<file path="config.mk">
export PLATFORM = sky130hd
export DESIGN_NAME = tls_record_deframer
export DESIGN_NICKNAME = d
export VERILOG_FILES = /design/src/trd_pkg.sv /design/src/trd_core.sv /design/src/trd_skid.sv /design/src/tls_record_deframer.sv
export SDC_FILE = /design/constraint.sdc
export NUM_CORES = 1
export LEC_CHECK = 0
export BUFFER_PORTS_ARGS = -buffer_cell sky130_fd_sc_hd__buf_2
export CAP_MARGIN = 10
export CORE_MARGIN = 2
export CORE_UTILIZATION = 25
export CTS_CLUSTER_SIZE = 8
export DETAILED_ROUTE_END_ITERATION = 8
export PLACE_DENSITY = 0.51
export SETUP_SLACK_MARGIN = 0.2
export SYNTH_ARGS = -nofsm -noshare
export SYNTH_HDL_FRONTEND = slang
export SYNTH_SLANG_ARGS = --single-unit
</file>
<file path="constraint.sdc">
create_clock -name clock -period 13.8 [get_ports clock]
set_input_delay 0.69 -clock clock [delete_from_list [all_inputs] [get_ports clock]]
set_output_delay 0.69 -clock clock [all_outputs]
set_load 0.02 [all_outputs]
</file>
<file path="src/trd_pkg.sv">
// Shared types and codes for the TLS record deframer.
// Used by trd_core, trd_skid and tls_record_deframer; no dependencies.
package trd_pkg;

   // Result event codes
   localparam logic [1:0] EV_HEADER  = 2'd0;
   localparam logic [1:0] EV_PAYLOAD = 2'd1;
   localparam logic [1:0] EV_ERROR   = 2'd2;

   // Error codes
   localparam logic [1:0] ERR_NONE     = 2'd0;
   localparam logic [1:0] ERR_TYPE     = 2'd1;
   localparam logic [1:0] ERR_VERSION  = 2'd2;
   localparam logic [1:0] ERR_OVERFLOW = 2'd3;

   // Header layout and limits
   localparam logic [2:0] HEADER_BYTES = 3'd5;
   localparam logic [7:0] TYPE_MIN     = 8'h14;
   localparam logic [7:0] TYPE_MAX     = 8'h17;
   localparam logic [7:0] VERSION_MAJ  = 8'd3;
   localparam logic [7:0] VERSION_MIN  = 8'd3;

   // Configuration register map
   localparam int          ROOM_WIDTH = 17;
   localparam logic [16:0] ROOM_RESET = 17'd18480;
   localparam logic [0:0]  REG_BUFFER_ROOM = 1'b0;

   // One result item
   typedef struct packed {
      logic [1:0]  event_res;
      logic [7:0]  payload_byte;
      logic [1:0]  record_type;
      logic [15:0] record_length;
      logic        last;
      logic [1:0]  error_code;
   } result_type;

endpackage

</file>
<file path="src/trd_core.sv">
// Record header gathering, checking and payload counting for one byte per cycle while accept is high.
// Depends on trd_pkg for the result struct and codes.
module trd_core #(
   parameter int ROOM_MARGIN = 48
) (
   input  logic                  clock,
   input  logic                  reset,
   input  logic                  accept,
   input  logic [7:0]            stream_byte,
   input  logic [16:0]           buffer_room,
   output trd_pkg::result_type   result
);

   localparam logic [16:0] MARGIN = 17'(ROOM_MARGIN);

   logic [2:0]  header_count_ff, header_count_in;
   logic [7:0]  header_type_ff, header_type_in;
   logic [7:0]  header_major_ff, header_major_in;
   logic [7:0]  header_minor_ff, header_minor_in;
   logic [15:0] header_length_ff, header_length_in;
   logic [15:0] payload_count_ff, payload_count_in;
   logic [1:0]  error_ff, error_in;

   logic [15:0] payload_next;
   logic [16:0] room_need;
   logic [1:0]  check_err;
   logic [7:0]  type_offset;

   // Gather header bytes into the fields
   always_comb begin
      header_type_in   = header_type_ff;
      header_major_in  = header_major_ff;
      header_minor_in  = header_minor_ff;
      header_length_in = header_length_ff;
      case (header_count_ff)
         3'd0: begin
            header_type_in = stream_byte;
         end
         3'd1: begin
            header_major_in = stream_byte;
         end
         3'd2: begin
            header_minor_in = stream_byte;
         end
         3'd3: begin
            header_length_in = {stream_byte, 8'd0};
         end
         3'd4: begin
            header_length_in = {header_length_ff[15:8], stream_byte};
         end
         default: begin
            header_length_in = header_length_ff;
         end
      endcase
   end

   // Check the completed header: type, then version, then room
   assign room_need = {1'b0, header_length_in} + MARGIN;
   always_comb begin
      if (header_type_in < trd_pkg::TYPE_MIN || header_type_in > trd_pkg::TYPE_MAX) begin
         check_err = trd_pkg::ERR_TYPE;
      end else if (header_major_in < trd_pkg::VERSION_MAJ ||
                   (header_major_in == trd_pkg::VERSION_MAJ &&
                    header_minor_in < trd_pkg::VERSION_MIN)) begin
         check_err = trd_pkg::ERR_VERSION;
      end else if (room_need >= buffer_room) begin
         check_err = trd_pkg::ERR_OVERFLOW;
      end else begin
         check_err = trd_pkg::ERR_NONE;
      end
   end

   assign payload_next = payload_count_ff + 16'd1;
   assign type_offset  = header_type_in - trd_pkg::TYPE_MIN;

   // Build the result and the next state
   always_comb begin
      header_count_in  = header_count_ff;
      payload_count_in = payload_count_ff;
      error_in         = error_ff;
      result.event_res     = trd_pkg::EV_HEADER;
      result.payload_byte  = 8'd0;
      result.record_type   = type_offset[1:0];
      result.record_length = header_length_in;
      result.last          = 1'b0;
      result.error_code    = trd_pkg::ERR_NONE;
      if (error_ff != trd_pkg::ERR_NONE) begin
         // Sticky error: ignore the byte
         result.event_res  = trd_pkg::EV_ERROR;
         result.error_code = error_ff;
      end else if (header_count_ff < trd_pkg::HEADER_BYTES) begin
         header_count_in = header_count_ff + 3'd1;
         if (header_count_ff != trd_pkg::HEADER_BYTES - 3'd1) begin
            result.record_type   = 2'd0;
            result.record_length = 16'd0;
         end else if (check_err != trd_pkg::ERR_NONE) begin
            error_in          = check_err;
            result.event_res  = trd_pkg::EV_ERROR;
            result.error_code = check_err;
         end else begin
            payload_count_in = 16'd0;
            // Empty record completes at the header end
            if (header_length_in == 16'd0) begin
               header_count_in = 3'd0;
               result.last     = 1'b1;
            end
         end
      end else begin
         result.event_res    = trd_pkg::EV_PAYLOAD;
         result.payload_byte = stream_byte;
         payload_count_in    = payload_next;
         if (payload_next >= header_length_ff) begin
            header_count_in  = 3'd0;
            payload_count_in = 16'd0;
            result.last      = 1'b1;
         end
      end
   end

   // Advance state on each accepted request
   always_ff @(posedge clock) begin
      if (reset) begin
         header_count_ff  <= 3'd0;
         header_type_ff   <= 8'd0;
         header_major_ff  <= 8'd0;
         header_minor_ff  <= 8'd0;
         header_length_ff <= 16'd0;
         payload_count_ff <= 16'd0;
         error_ff         <= trd_pkg::ERR_NONE;
      end else if (accept) begin
         header_count_ff  <= header_count_in;
         header_type_ff   <= header_type_in;
         header_major_ff  <= header_major_in;
         header_minor_ff  <= header_minor_in;
         header_length_ff <= header_length_in;
         payload_count_ff <= payload_count_in;
         error_ff         <= error_in;
      end
   end

endmodule

</file>
<file path="src/trd_skid.sv">
// Output register with a skid stage, so the request side never waits on a
// combinational stall path. Depends on trd_pkg for the result struct.
module trd_skid (
   input  logic                  clock,
   input  logic                  reset,
   input  logic                  in_valid,
   output logic                  in_stall,
   input  trd_pkg::result_type   in_data,
   output logic                  out_valid,
   input  logic                  out_stall,
   output trd_pkg::result_type   out_data
);

   logic                out_valid_ff, out_valid_in;
   logic                skid_valid_ff, skid_valid_in;
   trd_pkg::result_type out_ff, out_in;
   trd_pkg::result_type skid_ff, skid_in;
   logic                take;
   logic                in_acc;

   assign take   = out_valid_ff & ~out_stall;
   assign in_acc = in_valid & ~skid_valid_ff;

   // Refill the output from the skid stage first, then from the request
   always_comb begin
      out_valid_in  = out_valid_ff;
      skid_valid_in = skid_valid_ff;
      out_in        = out_ff;
      skid_in       = skid_ff;
      if (take || !out_valid_ff) begin
         if (skid_valid_ff) begin
            out_in        = skid_ff;
            out_valid_in  = 1'b1;
            skid_valid_in = 1'b0;
         end else begin
            out_in       = in_data;
            out_valid_in = in_acc;
         end
      end else if (in_acc) begin
         skid_in       = in_data;
         skid_valid_in = 1'b1;
      end
   end

   // Hold control state under reset; payload needs none
   always_ff @(posedge clock) begin
      if (reset) begin
         out_valid_ff  <= 1'b0;
         skid_valid_ff <= 1'b0;
      end else begin
         out_valid_ff  <= out_valid_in;
         skid_valid_ff <= skid_valid_in;
      end
   end

   always_ff @(posedge clock) begin
      out_ff  <= out_in;
      skid_ff <= skid_in;
   end

   assign in_stall  = skid_valid_ff;
   assign out_valid = out_valid_ff;
   assign out_data  = out_ff;

endmodule

</file>
<file path="src/tls_record_deframer.sv">
// TLS 1.2 record deframer top level: APB register, core and output skid stage.
// Depends on trd_pkg, trd_core and trd_skid.
//
//   Port group   Direction   Handshake        Moves
//   req_*        in          valid / stall    one stream byte per request
//   rsp_*        out         valid / stall    one result per request
//   APB          in / out    psel / penable   buffer_room at address 0
//
// One request is taken per cycle while req_stall is low; its result is
// registered in the output register, or in the skid stage if that stalls.
// Reset clears the counters, the sticky error and buffer_room to 18480.
// req_stall is registered: it rises only once the skid stage holds a result
// behind a stalled output register.
module tls_record_deframer #(
   parameter int ROOM_MARGIN = 48
) (
   input  logic        clock,
   input  logic        reset,
   // request channel
   input  logic        req_valid,
   output logic        req_stall,
   input  logic [7:0]  req_stream_byte,
   // result channel
   output logic        rsp_valid,
   input  logic        rsp_stall,
   output logic [1:0]  rsp_event_res,
   output logic [7:0]  rsp_payload_byte,
   output logic [1:0]  rsp_record_type,
   output logic [15:0] rsp_record_length,
   output logic        rsp_last,
   output logic [1:0]  rsp_error_code,
   // configuration port
   input  logic        psel,
   input  logic        penable,
   input  logic        pwrite,
   input  logic [2:0]  paddr,
   input  logic [31:0] pwdata,
   output logic [31:0] prdata,
   output logic        pready
);

   logic [16:0]         buffer_room_ff;
   logic                cfg_write;
   logic                req_accept;
   trd_pkg::result_type core_result;
   trd_pkg::result_type rsp_data;

   // Write the buffer room register
   assign pready    = 1'b1;
   assign cfg_write = psel & penable & pwrite & (paddr[2] == trd_pkg::REG_BUFFER_ROOM);

   always_ff @(posedge clock) begin
      if (reset) begin
         buffer_room_ff <= trd_pkg::ROOM_RESET;
      end else if (cfg_write) begin
         buffer_room_ff <= pwdata[trd_pkg::ROOM_WIDTH-1:0];
      end
   end

   // Read back
   always_comb begin
      prdata = 32'd0;
      if (paddr[2] == trd_pkg::REG_BUFFER_ROOM) begin
         prdata = {15'd0, buffer_room_ff};
      end
   end

   assign req_accept = req_valid & ~req_stall;

   trd_core #(
      .ROOM_MARGIN (ROOM_MARGIN)
   ) u_core (
      .clock       (clock),
      .reset       (reset),
      .accept      (req_accept),
      .stream_byte (req_stream_byte),
      .buffer_room (buffer_room_ff),
      .result      (core_result)
   );

   trd_skid u_skid (
      .clock     (clock),
      .reset     (reset),
      .in_valid  (req_valid),
      .in_stall  (req_stall),
      .in_data   (core_result),
      .out_valid (rsp_valid),
      .out_stall (rsp_stall),
      .out_data  (rsp_data)
   );

   assign rsp_event_res     = rsp_data.event_res;
   assign rsp_payload_byte  = rsp_data.payload_byte;
   assign rsp_record_type   = rsp_data.record_type;
   assign rsp_record_length = rsp_data.record_length;
   assign rsp_last          = rsp_data.last;
   assign rsp_error_code    = rsp_data.error_code;

endmodule

</file>
After elaboration in Yosys (flattened, before gate mapping)
Cells that the tools add are included.

operators by class
  magnitude comparators = 7
  bitwise operators = 11
  reductions and logical operators = 15
  muxes and demuxes = 35
  eq/ne operators = 8
  $add $sub $neg = 4

operators by type and width
  operator               number
  $mux 16                4
  $mux 18                2
  $mux 8                 4
  $pmux 16 s2            1
  $mux 31                1
  $mux 27                1
  $mux 2                 10
  $mux 3                 6
  $add 16x6->17 const B  1
  $ge 17x17->1           1
  $mux 17                1
  $add 16x1->16 const B  1
  $ge 16x16->1           1
  $logic_not 16->1       1
  $lt 8x2->1 const B     2
  $eq 8x2->1 const B     1
  $gt 8x5->1 const B     1
  $lt 8x5->1 const B     1
  $eq 3x2->1 const B     2
  $not 1->1              6
  $reduce_bool 2->1      3
  $and 1x1->1            5
  $mux 1                 5
  $reduce_and 5->1       1
  other kinds (15)       18

word-level totals
  logic and storage cells = 102
  flip-flop bits (word level) = 142
  output and inout port bits = 66
  input bits = 50

Depth between registers and ports, before layout
  depth in word-level cells = 13
  mapped depth = 18
  gate-level depth less buffers = 15

Cells and area by module
From an unflattened synthesis, not the netlist that was laid out.

second synthesis, totals
  cell total of the unflattened synthesis = 773
  area, all modules = 7891.3 µm²

modules (own cells, without submodules)
  module               seq. area each (µm²)  cells each  area an instance (µm²)  instances
  trd_core             1221.2                558         4421.7                  1
  trd_skid             1901.8                104         2452.4                  1
  tls_record_deframer  340.3                 111         1017.2                  1

Least setup slack after synthesis
Ideal clock, no wire load.

  path kind = flip-flop to flip-flop
  start point = reg u_core.header_count_ff[0]
  end point = reg u_skid.out_ff, in the netlist u_skid.out_data[2] (data pin)
  stages on the path, launching flop included = 17
  setup time = 0.169 ns
  path slack = 9.243 ns
  buffers on the path = 1
  period minus slack after synthesis = 4.557 ns
  arrival time = 4.388 ns
  required time = 13.631 ns
  cell sequence = dfxtp_1 > inv_1 > ha_1 > buf_2 > mux2i_1 > a22oi_1 > ha_1 > or2_2 > or4_1 > nor2_1 > ha_1 > and4_1 > and3_1 > a311oi_1 > o211ai_1 > o41a_1 > o31ai_1

between the ends
  cells in the longest elaborated chain, start to end = 13
  elaborated cells on any way between the ends = 32
  those cells by class = add/sub: 1; order compare: 6; eq/ne: 6; mux: 13; reduce/logical: 6

ends and longest elaborated chain
  what                                                      RTL line                        text
  start, declared                                           trd_core.sv:16                  logic [2:0] header_count_ff, header_count_in;
  start signal, assigned                                    trd_core.sv:131                 header_count_ff <= header_count_in;
  $eq 3x3->1 (tied with other cells)                        trd_core.sv:35                  case (header_count_ff)
  $pmux 16 s2 / $mux 8 (equally long branches)              trd_core.sv:35
  $add 16x6->17 (tied with other cells)                     trd_core.sv:58                  assign room_need = {1'b0, header_length_in} + MARGIN;
  $ge 17x17->1 / $logic_and 1x1->1 (equally long branches)  trd_core.sv:66, trd_core.sv:63
  $mux 2 / $logic_or 1x1->1 (equally long branches)         trd_core.sv:66, trd_core.sv:62
  $mux 2                                                    trd_core.sv:62                  end else if (header_major_in < trd_pkg::VERSION_MAJ ||
  $mux 2                                                    trd_core.sv:60                  if (header_type_in < trd_pkg::TYPE_MIN || header_type_in > trd_pkg::TYPE_MAX) begin
  $reduce_bool 2->1                                         trd_core.sv:96                  end else if (check_err != trd_pkg::ERR_NONE) begin
  $mux 1                                                    trd_core.sv:96
  $mux 3                                                    trd_core.sv:93                  if (header_count_ff != trd_pkg::HEADER_BYTES - 3'd1) begin
  $mux 1 (*)                                                trd_core.sv:91                  end else if (header_count_ff < trd_pkg::HEADER_BYTES) begin
  $mux 27 (*)                                               trd_core.sv:87                  if (error_ff != trd_pkg::ERR_NONE) begin
  $mux 31 (*)                                               trd_skid.sv:31                  if (skid_valid_ff) begin
  end signal, assigned                                      trd_skid.sv:57                  out_ff <= out_in;
  end, declared                                             trd_skid.sv:16                  trd_pkg::result_type out_ff, out_in;

Mark *: on every way between the ends. The rest lies on a longest branch, timed or not.
A chain may end at the register's enable or synchronous reset.

Worst setup path in the final report
Same ends and word-level chain as after synthesis.

==> impl_metrics.csv <==
group,metric,value,unit
power,leakage,3.43,nW
critical_path,crit_path_top_delay_cell,"and2_0",
placed_design,gp_congestion,0.802,
finish,stdcell_area,0.00883,mm^2
die,num_io_pins,116,
timing,finalSetupViolCount,0,
power,swShare,27.9,%
clocking,htree_levels,4,
critical_path,crit_type,"flop to flop",
critical_path,crit_path_start_kind,"flop",
timing,slew_viol_final,0,
clocking,cts_tree,"done",
synth,async_flop_share,0,%
synth,ys_dominant_reg_cell,"dfxtp_1",
critical_path,cp-end-kind,"flop",
timing,hold_viol_final,0,
finish,area_delta_synth_final,17.7,%
placed_design,dp.cells,1216,
clocking,cts_buffer_depth,2,
finish,fin_util,29.8,%
power,power.internal,0.746,mW
placed_design,portBuffers,82,
critical_path,critPathMaxStageDelay,820,ps
critical_path,path_buf_inv,1,
clocking,cts_setup_buffers,0,
clocking,cts_root_buf,"clkbuf_16",
synth,seq_area_frac_synth,46.1,%
timing,worstMarginPinSlew,1240,ps
clocking,cts_resized,0,
finish,layout_commonest_cell,"nor2_1",
finish,antennaDiodeCount,0,
status,status,"finished clean",
critical_path,critPathMaxFanout,15,
timing,fin_crit,5970,ps
critical_path,cp.arrival,6180,ps
synth,syn_inst,780,
power,ir_worst_vdd,73.6,uV
drt,via_per_inst,4.70,
critical_path,cp.required,14010,ps
synth,ys_ff_latch,142,
critical_path,path_delay_family,"simple AND/OR/NAND/NOR gates",
power,comb_power_share,10.7,%
die,core,0.0296,mm^2
global_routing,grt_pass1_wl,31000,um
drt,num_vias,5869,
die,die_y,177,um
drt,drt_pass1_iterations,5,
timing,finalCritPeriodShare,43.3,%
drt,drt_iter0_drc,381,
global_routing,grt_max_degree,77,
timing,fin_worst_skew,12.4,ps
global_routing,first_global_vias,5413,
timing,rsz0062_at_grt,"no",
placed_design,dpl.hpwl,13500,um
global_routing,grt_antenna_before_repair,0,
clocking,ctsHoldBuffers,0,
drt,wire_per_inst,15.6,um
synth,syn-cell-area,0.00751,mm^2
power,power.density,117,mW/mm^2
clocking,cts_sinks,142,
synth,ys_warn_count,0,
finish,fin_cells,1248,
drt,drcViolationCount,0,
placed_design,pre_cts_ws,7870,ps
power,power,1.04,mW
clocking,path_clk_slew,70,ps
timing,finalSetupTns,0,ps
finish,nets,936,
placed_design,place_area,0.00825,mm^2
timing,max_freq,167,MHz
die,start_util,25.3,%
global_routing,grt_overflow,0,
die,rows,63,
clocking,clk_latency,440,ps
critical_path,path_cells,"inv_1, ha_1, and2_0, a22oi_2, nor4_1, or3b_2, nor4_1, xnor2_1, ha_1, and4_1, and3_1, a311oi_1, o211ai_1, o41a_1, o31ai_1",
power,p_seq_share,44.5,%
power,switching_power,0.289,mW
synth,ys_types,68,
timing,max_slew_margin,16.5,%
timing,setup_slack,7830,ps
timing,whs,454,ps
finish,drive_gt1_share,17.7,%
finish,nFillCells,3156,
finish,final_cell_mix,"nor2_1, buf_2, nand2_1, dfxtp_1, edfxtp_1",
synth,syn_area_per_cell,9.63,um^2
clocking,cts_buffers,17,
flow_run,drv_cap,0,
drt,ant_nets,0,
die,die_w,177,um
drt,wirelength,19500,um
hold_path,hp-class,"flop to flop",
die,die_area,0.0314,mm^2
power,p_clk_share,44.8,%
synth,synth_edf_count,62,
global_routing,gr-usage-all-layers,12.8,%
-- worst paths after layout --
check | start | end | slack [ps] | cells past startpoint
worst max-delay path | u_core.header_count_ff[0] | u_skid.out_data[2] | 7830 | 15
worst min-delay path | buffer_room_ff[6] | buffer_room_ff[6] | 450 | 2
worst max register to register | u_core.header_count_ff[0] | u_skid.out_data[2] | 7830 | 15
worst min register to register | buffer_room_ff[6] | buffer_room_ff[6] | 450 | 2
-- logic make-up (layout without fill, tap and decap cells) --
group           after synthesis  count (layout)  synth area share, %
simple gates                266             266                 16.7
compound gates              150             150                 14.1
flops                       142             142                 46.1
buf+inv                     103             167                 6.03
mux                          52              52                 7.32
fa+ha+maj                    41              41                 6.83
xor+xnor                     24              24                 2.80
other cells                   2              16                0.100
-- final cells by class --
class | instances | area [um^2] | share of cell area (%)
clock inverter | 15 | 164 | 1.86
inverter | 44 | 165 | 1.87
timing repair buffer | 91 | 478 | 5.41
sequential | 142 | 3460 | 39.2
tap | 390 | 488 | 5.52
clock buffer | 17 | 425 | 4.82
multi-input combinational | 549 | 3650 | 41.3
-- per-layer routing --
| layer | wire [um] | up-vias | GRT usage, % |
|---|---|---|---|
| li1 | - | 2933 | - |
| met4 | 305 | 0 | 4.20 |
| met5 | 0 | - | 0 |
| met2 | 8090 | 202 | 17.9 |
| met1 | 9800 | 2715 | 19.2 |
| met3 | 1320 | 19 | 3.04 |
-- power by group through the flow --
stage                     clock (mW)  sequential [mW]  combinational (mW)
after global placement             0            0.470               0.110
after CTS                      0.474            0.461               0.112
after global routing           0.494            0.463               0.124
final                          0.464            0.461               0.111
after floorplan                    0            0.475              0.0734
after detailed placement           0            0.470               0.111
-- registers in the layout (all words and copies together), names as in the netlist --
signal / count
u_skid.in_stall: 1
u_core.header_major_ff: 8
u_core.header_count_ff: 3
u_core.payload_count_ff: 16
u_core.error_ff: 2
u_skid.skid_ff: 31
u_core.header_minor_ff: 8
buffer_room_ff: 17
u_core.header_length_ff: 16
u_skid.out_valid: 1
u_core.header_type_ff: 8
u_skid.out_data: 31
-- cell usage after synthesis, drive strengths merged, types with 11 or more instances --
library cell  instances  share of area (%)
mux2                 20                3.0
nor4                 11               0.92
a211oi               25                2.5
nand2                79                3.9
o31ai                11                1.1
mux2i                32                4.3
xnor2                19                2.2
nor2                 85                4.2
buf                  21                1.9
a21oi                38                2.5
o21ai                18                1.2
edfxtp               62                 25
ha                   41                6.8
nand3                22                1.5
dfxtp                80                 21
inv                  43                2.1
clkbuf               38                1.9
-- worst register-to-register path: stages (launching register included) --
cell and delay (ps):
dfxtp_1 360, inv_1 110, ha_1 400, and2_0 820, a22oi_2 410, nor4_1 390
or3b_2 530, nor4_1 320, xnor2_1 170, ha_1 270, and4_1 210, and3_1 170
a311oi_1 280, o211ai_1 360, o41a_1 550, o31ai_1 380
Power figures use the tool's default switching activity.
